--- src/rtl/swm_pkg.sv ---
// Shared types and constants for the sliding window maximum block.
// Used by the cell, the scan unit and the top level; depends on nothing.
package swm_pkg;

  // Width of one sample and of the window size register.
  localparam int unsigned VALUE_W = 24;
  localparam int unsigned SIZE_W  = 7;

  // Window size after reset.
  localparam logic [SIZE_W-1:0] WINDOW_RESET = 7'd3;

  typedef logic [VALUE_W-1:0] value_t;

  // Sequencer states of the top level.
  typedef enum logic [1:0] {
    SWM_IDLE,
    SWM_SCAN,
    SWM_HOLD
  } swm_state_e;

  // Control from the sequencer to the scan unit.
  typedef struct packed {
    logic clear;
    logic step;
  } scan_ctrl_t;

  // Status from the scan unit back to the sequencer.
  typedef struct packed {
    logic last;
  } scan_stat_t;

endpackage

--- src/rtl/sliding_window_maximum.sv ---
// Top level of the sliding window maximum block: ring of sample cells,
// scan unit, sequencer, output register. Depends on swm_pkg, swm_cell, swm_scan.
//
// Samples of a row enter a ring of MAX_WINDOW cells, newest first. An item
// that completes no window only enters the ring. For an item that yields a
// result, the ring is rotated once all the way round past a single
// comparator at its tail, one cell per cycle, and the result is then moved
// into the output register once that register is free. The next item is
// taken while a finished result still waits at the output.
module sliding_window_maximum #(
  parameter int unsigned MAX_WINDOW = 64
) (
  input  logic                   clk_i,
  input  logic                   rst_ni,
  input  logic                   cfg_valid_i,
  output logic                   cfg_ready_o,
  input  logic [swm_pkg::SIZE_W-1:0] cfg_data_i,
  input  logic                   in_valid_i,
  output logic                   in_stall_o,
  input  swm_pkg::value_t        sample_value_i,
  input  logic                   row_start_i,
  output logic                   out_valid_o,
  input  logic                   out_stall_i,
  output swm_pkg::value_t        window_max_o
);
  import swm_pkg::*;

  localparam int unsigned CNT_W = $clog2(MAX_WINDOW + 1);
  localparam int unsigned CMP_W = (CNT_W > SIZE_W) ? CNT_W : SIZE_W;
  localparam logic [CMP_W-1:0] MAX_CMP = CMP_W'(MAX_WINDOW);
  localparam logic [CNT_W-1:0] MAX_CNT = CNT_W'(MAX_WINDOW);

  logic [SIZE_W-1:0] window_size_q;
  logic [CNT_W-1:0]  fill_count_q, fill_count_d;
  logic [CNT_W-1:0]  win_len;
  logic [CMP_W-1:0]  size_ext;
  swm_state_e        state_q, state_d;
  logic              out_valid_q, out_valid_d;
  value_t            window_max_q;
  logic              in_accept, out_take, out_free, load_out, has_result;
  logic              ring_en;
  value_t            ring_head;
  value_t            chain [MAX_WINDOW];
  value_t            best;
  scan_ctrl_t        scan_ctrl;
  scan_stat_t        scan_stat;

  // Configuration register: always ready; the user writes it only while the block is idle (not enforced here).
  assign cfg_ready_o = 1'b1;

  always_ff @(posedge clk_i or negedge rst_ni) begin
    if (!rst_ni) begin
      window_size_q <= WINDOW_RESET;
    end else if (cfg_valid_i && cfg_ready_o) begin
      window_size_q <= cfg_data_i;
    end
  end

  // Effective window length: zero counts as one, large sizes saturate.
  assign size_ext = CMP_W'(window_size_q);
  always_comb begin
    if (size_ext == '0) begin
      win_len = CNT_W'(1);
    end else if (size_ext > MAX_CMP) begin
      win_len = MAX_CNT;
    end else begin
      win_len = CNT_W'(size_ext);
    end
  end

  // Handshakes.
  assign in_stall_o = (state_q != SWM_IDLE);
  assign in_accept  = in_valid_i && !in_stall_o;
  assign out_take   = out_valid_q && !out_stall_i;
  assign out_free   = !out_valid_q || !out_stall_i;

  // Row fill count, restarted by row_start and saturating at the ring depth.
  always_comb begin
    fill_count_d = fill_count_q;
    if (in_accept) begin
      if (row_start_i) begin
        fill_count_d = CNT_W'(1);
      end else if (fill_count_q < MAX_CNT) begin
        fill_count_d = fill_count_q + 1'b1;
      end
    end
  end

  assign has_result = (fill_count_d >= win_len);

  always_ff @(posedge clk_i or negedge rst_ni) begin
    if (!rst_ni) begin
      fill_count_q <= '0;
    end else begin
      fill_count_q <= fill_count_d;
    end
  end

  // Sequencer next state.
  always_comb begin
    state_d = state_q;
    unique case (state_q)
      SWM_IDLE: begin
        if (in_accept && has_result) begin
          state_d = SWM_SCAN;
        end
      end
      SWM_SCAN: begin
        if (scan_stat.last) begin
          state_d = SWM_HOLD;
        end
      end
      SWM_HOLD: begin
        if (out_free) begin
          state_d = SWM_IDLE;
        end
      end
      default: state_d = SWM_IDLE;
    endcase
  end

  // Sequencer outputs.
  always_comb begin
    scan_ctrl = '0;
    load_out  = 1'b0;
    unique case (state_q)
      SWM_IDLE: scan_ctrl.clear = in_accept && has_result;
      SWM_SCAN: scan_ctrl.step  = 1'b1;
      SWM_HOLD: load_out        = out_free;
      default: begin
        scan_ctrl = '0;
        load_out  = 1'b0;
      end
    endcase
  end

  always_ff @(posedge clk_i or negedge rst_ni) begin
    if (!rst_ni) begin
      state_q <= SWM_IDLE;
    end else begin
      state_q <= state_d;
    end
  end

  // Ring of cells: a new word shifts in at the head, a scan rotates the
  // tail word back to the head so the ring is restored after a full pass.
  assign ring_en   = in_accept || scan_ctrl.step;
  assign ring_head = in_accept ? sample_value_i : chain[MAX_WINDOW-1];

  for (genvar k = 0; k < MAX_WINDOW; k++) begin : g_cell
    if (k == 0) begin : g_head
      swm_cell u_cell (
        .clk_i (clk_i),
        .en_i  (ring_en),
        .d_i   (ring_head),
        .q_o   (chain[k])
      );
    end else begin : g_body
      swm_cell u_cell (
        .clk_i (clk_i),
        .en_i  (ring_en),
        .d_i   (chain[k-1]),
        .q_o   (chain[k])
      );
    end
  end

  // Comparator at the tail of the ring.
  swm_scan #(
    .MAX_WINDOW (MAX_WINDOW)
  ) u_scan (
    .clk_i     (clk_i),
    .rst_ni    (rst_ni),
    .ctrl_i    (scan_ctrl),
    .tap_i     (chain[MAX_WINDOW-1]),
    .win_len_i (win_len),
    .best_o    (best),
    .stat_o    (scan_stat)
  );

  // Output register.
  always_comb begin
    out_valid_d = out_valid_q;
    if (load_out) begin
      out_valid_d = 1'b1;
    end else if (out_take) begin
      out_valid_d = 1'b0;
    end
  end

  always_ff @(posedge clk_i or negedge rst_ni) begin
    if (!rst_ni) begin
      out_valid_q <= 1'b0;
    end else begin
      out_valid_q <= out_valid_d;
    end
  end

  always_ff @(posedge clk_i) begin
    if (load_out) begin
      window_max_q <= best;
    end
  end

  assign out_valid_o  = out_valid_q;
  assign window_max_o = window_max_q;

  // A scan only runs when the row holds a full window.
  assert property (@(posedge clk_i) disable iff (!rst_ni)
    (state_q == SWM_SCAN) |-> (fill_count_q >= win_len))
    else $error("scan running without a full window");

  // The hold state is reached only from the final step of a scan.
  assert property (@(posedge clk_i) disable iff (!rst_ni)
    (state_q == SWM_SCAN) && !scan_stat.last |=> (state_q == SWM_SCAN))
    else $error("scan left before the ring was restored");

  // A new result appears only out of the hold state.
  assert property (@(posedge clk_i) disable iff (!rst_ni)
    $rose(out_valid_q) |-> ($past(state_q) == SWM_HOLD))
    else $error("result loaded outside the hold state");

  // A result is never loaded over one that is still waiting.
  assert property (@(posedge clk_i) disable iff (!rst_ni)
    load_out |-> out_free)
    else $error("output word overwritten");

endmodule

--- src/rtl/swm_cell.sv ---
// One storage cell of the sample ring: holds one word and takes its
// neighbor's word whenever the ring moves. Depends on swm_pkg.
module swm_cell (
  input  logic            clk_i,
  input  logic            en_i,
  input  swm_pkg::value_t d_i,
  output swm_pkg::value_t q_o
);
  import swm_pkg::*;

  value_t value_q;
  value_t value_d;

  // The cell loads its neighbor's word when the ring shifts or rotates.
  always_comb begin
    value_d = en_i ? d_i : value_q;
  end

  always_ff @(posedge clk_i) begin
    value_q <= value_d;
  end

  assign q_o = value_q;

endmodule

--- src/rtl/swm_scan.sv ---
// Running maximum over the words that pass the tail of the ring, with a
// position counter that keeps only the positions inside the window.
// Depends on swm_pkg.
module swm_scan #(
  parameter int unsigned MAX_WINDOW = 64
) (
  input  logic                                clk_i,
  input  logic                                rst_ni,
  input  swm_pkg::scan_ctrl_t                 ctrl_i,
  input  swm_pkg::value_t                     tap_i,
  input  logic [$clog2(MAX_WINDOW+1)-1:0]     win_len_i,
  output swm_pkg::value_t                     best_o,
  output swm_pkg::scan_stat_t                 stat_o
);
  import swm_pkg::*;

  localparam int unsigned CNT_W = $clog2(MAX_WINDOW + 1);
  localparam int unsigned IDX_W = (MAX_WINDOW > 1) ? $clog2(MAX_WINDOW) : 1;
  localparam logic [IDX_W-1:0] LAST_POS = IDX_W'(MAX_WINDOW - 1);

  logic [IDX_W-1:0] pos_q, pos_d;
  value_t           best_q, best_d;
  logic             in_window;

  // The tail word belongs to the window when its age is below the length.
  assign in_window = (CNT_W'(pos_q) < win_len_i);

  // Clear starts a pass at the oldest position; each step folds in one word.
  always_comb begin
    pos_d  = pos_q;
    best_d = best_q;
    if (ctrl_i.clear) begin
      pos_d  = LAST_POS;
      best_d = '0;
    end else if (ctrl_i.step) begin
      if (in_window && (tap_i > best_q)) begin
        best_d = tap_i;
      end
      if (pos_q != '0) begin
        pos_d = pos_q - 1'b1;
      end
    end
  end

  always_ff @(posedge clk_i or negedge rst_ni) begin
    if (!rst_ni) begin
      pos_q <= '0;
    end else begin
      pos_q <= pos_d;
    end
  end

  always_ff @(posedge clk_i) begin
    best_q <= best_d;
  end

  assign best_o      = best_q;
  assign stat_o.last = (pos_q == '0);

endmodule

--- config.mk ---
export PLATFORM = sky130hd
export DESIGN_NAME = sliding_window_maximum
export DESIGN_NICKNAME = d
export VERILOG_FILES = /design/src/rtl/swm_pkg.sv /design/src/rtl/sliding_window_maximum.sv /design/src/rtl/swm_cell.sv /design/src/rtl/swm_scan.sv
export SDC_FILE = /design/constraint.sdc
export NUM_CORES = 1
export LEC_CHECK = 0
export BUFFER_PORTS_ARGS = -buffer_cell sky130_fd_sc_hd__clkbuf_2
export CORE_ASPECT_RATIO = 0.9
export CORE_MARGIN = 3
export CORE_UTILIZATION = 30
export CTS_CLUSTER_DIAMETER = 30
export CTS_CLUSTER_SIZE = 20
export DETAILED_ROUTE_END_ITERATION = 10
export HOLD_SLACK_MARGIN = 0.02
export PLACE_DENSITY = 0.48
export SYNTH_ARGS = -nofsm -noshare
export SYNTH_HDL_FRONTEND = slang
export SYNTH_SLANG_ARGS = --single-unit
--- constraint.sdc ---
create_clock -name clk_i -period 87.3 [get_ports clk_i]
set_clock_uncertainty 0.05 [all_clocks]
set_input_delay 4.365 -clock clk_i [delete_from_list [all_inputs] [get_ports clk_i]]
set_output_delay 4.365 -clock clk_i [all_outputs]
set_load 0.05 [all_outputs]
==> out/qor.csv, run 1 <==
stage,metric,value,unit
run_status,outcome,completed,
cells_and_area,finalNetCount,2442,
cells_and_area,seqCellArea,47900,sq um
synth,synth-seq-cells,1607,
global_routing,grt_pass1_wl,119,mm
power_and_ir_drop,powerDensity,44.7,nW/um^2
routing,dr.first_iter.drc_count,1544,
power_and_ir_drop,p_seq_frac,0.536,
timing,finalCritPeriodShare,0.0987,
clocking,clockBufferDepth,4,
clocking,clock-root-buffer,clkbuf_16,
synth,syn_nets,2054,
worst_setup_path,crit_arrival,9.00,ns
synth,synth_edf_count,1560,
worst_setup_path,worstPathRequired,87.68,ns
global_routing,grt-ovfl-total,0,
timing,tightest_slew,1.19,ns
routing,drc,0,
worst_setup_path,ff2ff_path_depth,6,
place,placement.io_buffers,62,
cells_and_area,syn_to_final_growth,27.3,%
power_and_ir_drop,leakage,23.2,nW
routing,drt_wl_total,76.1,mm
routing,viasPerCell,3.99,
clocking,cts_tree,done,
timing,finalHoldViolations,0,
power_and_ir_drop,p_clk_frac,0.409,
floorplan,rows,141,
worst_setup_path,path_max_fanout,100,
routing,wl_per_cell,15.8,um
timing,min_period,8.62,ns
place,pre_cts_ws,77.72,ns
cells_and_area,layout-drive-gt1-share,0.232,
worst_setup_path,r2r-end,g_cell[11].g_body.u_cell.q_o[14],
timing,worst_slack,78.68,ns
worst_setup_path,cpMaxStageDelayCell,buf_4,
power_and_ir_drop,report.power.total,2.86,mW
synth,syn-cell-area,50200,sq um
synth,synth_cell_type_count,49,
worst_setup_path,crit_buf_inv,5,
worst_setup_path,crit_cells,7,
timing,tns,0,ns
place,dp_hpwl,37.1,mm
routing,vias,19300,
clocking,clkLatencyLatePin,0.87,ns
timing,max_slew_margin,0.204,
flow_run,max_cap_violations,0,
global_routing,globalRouteTotalUtil,0.0887,
floorplan,die_y,394,um
synth,synth_top_flop_cell,edfxtp_1,
power_and_ir_drop,p_int,2.21,mW
floorplan,initial_core_util,0.304,
worst_setup_path,critical_path.endpoint,g_cell[11].g_body.u_cell.q_o[14],
timing,clock.fmax,0.116,GHz
worst_setup_path,cpMostUsedCell,buf_4,
clocking,h-tree-depth,5,
worst_setup_path,crit_type,input pin to register,
worst_setup_path,path_cells,clkbuf_2 > nor2_1 > nor2_4 > buf_4 > buf_4 > buf_4 > buf_4,
clocking,clock_sinks,1607,
synth,synth-async-reset-ratio,0.0143,
timing,final_max_slew_viol_count,0,
cells_and_area,final_common_cell,edfxtp_1,
worst_setup_path,cp-start-kind,input pin,
cells_and_area,mostFrequentLayoutCells,"edfxtp_1 (1560), clkbuf_16 (329), nand2_1 (90)",
place,gp_congestion,0.720,
floorplan,die_w,437,um
global_routing,antenna_found_initial,1,
power_and_ir_drop,switching_share,0.225,
timing,setup_violations,0,
clocking,cts_buffers,323,
worst_setup_path,cp-end-kind,register,
synth,syn_inst,1978,
worst_setup_path,ff2ff_setup_slack,81.78,ns
power_and_ir_drop,p_comb_frac,0.055,
floorplan,ios,64,
routing,firstDrtPassIters,4,
synth,yosysSeqAreaShare,0.955,
worst_setup_path,critPathLaunch,in_valid_i,
cells_and_area,multi_input_area,2070,sq um
global_routing,grt_pass1_vias,20400,
clocking,clk_pin_slew,0.05,ns
clocking,ctsResizeCount,0,
routing,drtAntennaViolNets,0,
worst_setup_path,cp_top_family,buffers and inverters,
global_routing,grt_max_degree,101,
power_and_ir_drop,ir_worst_vdd,0.0203,mV
worst_setup_path,critical_path.max_stage_delay,1.04,ns
timing,rsz0062_at_grt,false,
cells_and_area,num-fill-cells,14600,
floorplan,dieArea,172000,sq um
worst_setup_path,rr_startpoint,state_q[0],
floorplan,core_region_area,165000,sq um
clocking,post_cts.repair.setup_buffers,0,
min_path,hold_class,register to register,
synth,syn_avg_cell_area,25.4,sq um
power_and_ir_drop,p_switching,0.643,mW
clocking,cts_hold_buffers,0,
synth,ys_warn_count,0,
## kinds of logic after synthesis
logic type               synth area share
AND/OR/NAND/NOR                    0.0151
buffers and inverters             0.00459
multiplexers                      0.00157
other                           0.0000747
XOR/XNOR                         0.000873
AO/OA/AOI/OAI                      0.0133
flip-flops                          0.955
adder cells (fa/ha/maj)           0.00973
## metal layers
metal / track usage / share of wire / up-vias
met5: 0 / 0 / -
met4: 0.0423 / 0.033 / 0
met3: 0.0334 / 0.056 / 203
met2: 0.128 / 0.46 / 434
met1: 0.118 / 0.45 / 9821
li1: - / - / 8829
## Yosys cell counts (all sizes together), types with 2 or more instances
library cell  count  share of area
edfxtp         1560           0.93
nand2            90         0.0067
a21oi            39         0.0039
ha               39         0.0097
inv              32         0.0024
nand4            29         0.0036
o31ai            25         0.0037
dfxtp            24         0.0096
dfrtp            21          0.010
o21ai            15         0.0015
clkbuf           14         0.0010
nor2             13        0.00097
nand2b           10         0.0012
buf               9         0.0011
a21o              8         0.0012
mux2              7         0.0016
nor3              4        0.00040
and4              3        0.00052
nand3             3        0.00030
xnor2             3        0.00052
a221oi            2        0.00047
and2              2        0.00025
dfstp             2         0.0010
nor4              2        0.00025
o211ai            2        0.00030
xor2              2        0.00035
## power groups by stage
stage,registers [mW],logic (mW),clock network [mW]
2_1_floorplan,1.86,0.114,0
3_3_place_gp,1.54,0.152,0
3_5_place_dp,1.54,0.161,0
4_1_cts,1.55,0.161,1.20
5_1_grt,1.58,0.178,1.24
6_report,1.53,0.157,1.17
## registers in the layout, summed over array words and instances, names as in the netlist
register / cells
window_max_o: 24
fill_count_q: 7
g_cell.g_head.u_cell.q_o: 24
u_scan.pos_q: 6
size_ext: 7
g_cell.g_body.u_cell.q_o: 1512
u_scan.best_o: 24
out_valid_o: 1
state_q: 2
## area by class of cell
cell class              count  share of cell area
clock buffers             361               0.131
inverters                  32             0.00188
multi-input cells         316              0.0324
repair buffers             86             0.00768
flip-flops and latches   1607               0.750
clock inverters           209              0.0332
diodes                      1           0.0000392
well taps                2216              0.0434
## how the worst min path moves through the flow
stage	startpoint	cells past startpoint	to
2_1_floorplan	g_cell[9].g_body.u_cell.q_o[0]	0	g_cell[10].g_body.u_cell.q_o[0]
3_3_place_gp	g_cell[37].g_body.u_cell.q_o[21]	0	g_cell[38].g_body.u_cell.q_o[21]
3_5_place_dp	g_cell[9].g_body.u_cell.q_o[5]	0	g_cell[10].g_body.u_cell.q_o[5]
4_1_cts	g_cell[21].g_body.u_cell.q_o[15]	0	g_cell[22].g_body.u_cell.q_o[15]
5_1_grt	g_cell[20].g_body.u_cell.q_o[18]	0	g_cell[21].g_body.u_cell.q_o[18]
6_report	g_cell[21].g_body.u_cell.q_o[15]	0	g_cell[22].g_body.u_cell.q_o[15]
## metrics by stage
| stage | instances | hold slack, ns | area (sq um) | utilization |
|---|---|---|---|---|
| detailed placement | 4257 | 0.355 | 53400 | 0.323 |
| CTS | 4827 | 0.324 | 63900 | 0.387 |
| global route | 4827 | 0.336 | 63900 | 0.387 |
| floorplan | 1978 | 0.350 | 50200 | - |
| finish | 4828 | 0.329 | 63900 | 0.387 |
| global placement | 4257 | 0.350 | 53400 | 0.323 |
(Power assumes the default switching activity.)
==> inputs of run 2 (changes only) <==
==> constraint.sdc (replaced) <==
create_clock -name clk_i -period 8.7 [get_ports clk_i]
set_clock_uncertainty 0.05 [all_clocks]
set_input_delay 0.435 -clock clk_i [delete_from_list [all_inputs] [get_ports clk_i]]
set_output_delay 0.435 -clock clk_i [all_outputs]
set_load 0.05 [all_outputs]
==> run 2 against run 1 <==
Register-to-register slack got worse by 77 ns. Clock power increased to 11 times the previous value. Die area unchanged. Cell area increased by 2.2%. Non-clock buffer count increased by 34. Largest power group unchanged.
==> out/qor.csv, run 2 (synthesized netlist as in run 1, its figures left out) <==
stage,metric,value,unit,change
run_status,outcome,completed,,
clocking,cts_buffers,345,,+6.8%
routing,vias,19800,,+2.5%
floorplan,initial_core_util,0.304,,unchanged
routing,viasPerCell,4.03,,+0.79%
cells_and_area,largest_reg_flops,1512,,unchanged
timing,tns,0,ns,unchanged
worst_setup_path,path_max_fanout,31,,-69%
clocking,clockBufferDepth,4,,unchanged
flow_run,max_cap_violations,0,,unchanged
global_routing,grt_pass1_wl,121,mm,+1.9%
floorplan,die_w,437,um,unchanged
global_routing,antenna_found_initial,3,,+2
routing,drc,0,,unchanged
clocking,clock_sinks,1607,,unchanged
place,placement.io_buffers,62,,unchanged
routing,drt_wl_total,77.2,mm,+1.4%
clocking,clock-root-buffer,clkbuf_16,,
timing,final_max_slew_viol_count,0,,unchanged
floorplan,ios,64,,unchanged
min_path,hold_class,input pin to async pin,,
clocking,ctsResizeCount,0,,unchanged
floorplan,dieArea,172000,sq um,unchanged
floorplan,die_y,394,um,unchanged
timing,clock.fmax,0.248,GHz,
worst_setup_path,cp-start-kind,register,,
cells_and_area,mostFrequentLayoutCells,"edfxtp_1 (1560), clkbuf_16 (352), nand2_1 (90)",,
routing,dr.first_iter.drc_count,1689,,+9.4%
cells_and_area,final_common_cell,edfxtp_1,,
clocking,clkLatencyLatePin,0.88,ns,about the same
worst_setup_path,crit_arrival,4.71,ns,-4.29 ns
routing,wl_per_cell,15.7,um,-0.29%
routing,firstDrtPassIters,5,,+1
floorplan,core_region_area,165000,sq um,unchanged
timing,finalHoldViolations,0,,unchanged
clocking,cts_tree,done,,
timing,min_period,4.03,ns,
global_routing,grt_pass1_vias,20800,,+1.9%
routing,drtAntennaViolNets,0,,unchanged
global_routing,grt_max_degree,191,,+89%
worst_setup_path,crit_type,register to register,,
worst_setup_path,worstPathRequired,9.38,ns,-78.30 ns
cells_and_area,layout-drive-gt1-share,0.245,,+0.0125
clocking,clk_pin_slew,0.05,ns,about the same
place,dp_hpwl,36.2,mm,-2.5%
global_routing,globalRouteTotalUtil,0.0899,,+0.00118
timing,tightest_slew,1.30,ns,+0.102 ns
clocking,h-tree-depth,5,,unchanged
power_and_ir_drop,leakage,23.7,nW,+2.5%
cells_and_area,syn_to_final_growth,30.0,%,
global_routing,grt-ovfl-total,0,,unchanged
power_and_ir_drop,ir_worst_vdd,0.259,mV,+1200%
timing,setup_violations,0,,unchanged
place,placedCellCount,4249,,-0.19%
timing,max_slew_margin,0.136,,-0.0682
power_and_ir_drop,powerDensity,453,nW/um^2,+910%
timing,rsz0062_at_grt,false,,
floorplan,rows,141,,unchanged
cells_and_area,finalNetCount,2498,,+2.3%
cells_and_area,final_cells,4912,,+1.7%
timing,finalCritPeriodShare,0.463,,
place,gp_congestion,0.766,,+6.4%
worst_setup_path,cp-end-kind,register,,
==> run 2: area by class of cell <==
cell class	instances	area, sq um
fill	14500	99900
antenna	2	5.00
timing repair buffer	120	938
clock inverter	246	2540
tap	2216	2770
sequential	1607	47900
inverter	32	120
multi-input combinational	316	2070
clock buffer	373	8900
==> run 2: per-stage QoR <==
stage               area (sq um)  setup slack [ns]  hold WS [ns]  power [mW]  utilization
floorplan                  50200            -14.99        0.0894        17.1            -
global placement           53400              4.61         0.351        16.9        0.323
detailed placement         53400              4.65         0.355        17.0        0.323
CTS                        65200              4.62         0.137        30.1        0.395
global route               65200              4.41         0.200        31.0        0.395
finish                     65300              4.67         0.221        29.5        0.395
==> run 2: report_power, final <==
part	internal [mW]	leakage [nW]	total [mW]	switching, mW
clock	8.50	5.50	12.6	4.12
sequential	14.0	16.7	15.3	1.29
combinational	0.386	1.58	1.62	1.23
==> run 2: worst max-delay path: stages (launching register included) <==
cell	delay (ns)
dfrtp_1	0.42
nor2_1	0.20
and2_2	0.70
nand2_1	0.11
mux2_2	0.29
o22a_1	0.20
inv_1	0.06
ha_1	0.22
nand2b_1	0.14
a21o_1	0.18
a21oi_1	0.17
o21ai_0	0.11
o31a_1	0.64
a211o_1	0.39
==> run 2: repair_timing <==
| item | CTS | global route |
|---|---|---|
| setup buffers | 0 | 0 |
| hold buffers | 42 | 0 |
| endpoints found under the hold margin | 84 | 0 |
==> run 2: final timing paths <==
kind	endpoint	from	slack [ns]	cells past startpoint
setup reg to reg	u_scan.pos_q[1]	state_q[1]	4.67	13
hold / removal	state_q[1]	rst_ni	0.22	2
hold reg to reg	g_cell[19].g_body.u_cell.q_o[3]	g_cell[18].g_body.u_cell.q_o[3]	0.30	0
max in group asynchronous	size_ext[2]	rst_ni	7.95	2
setup / recovery	u_scan.pos_q[1]	state_q[1]	4.67	13
min in group clk_i	g_cell[58].g_body.u_cell.q_o[12]	in_valid_i	0.23	3
==> run 2: routing by layer <==
metal  global-route usage  up-vias  routed length, um
met5                    0        -                 13
met4               0.0464        2               2520
met1                0.119    10100              34900
met3               0.0321      212               4120
li1                     -     8985                  -
met2                0.130      473              35700
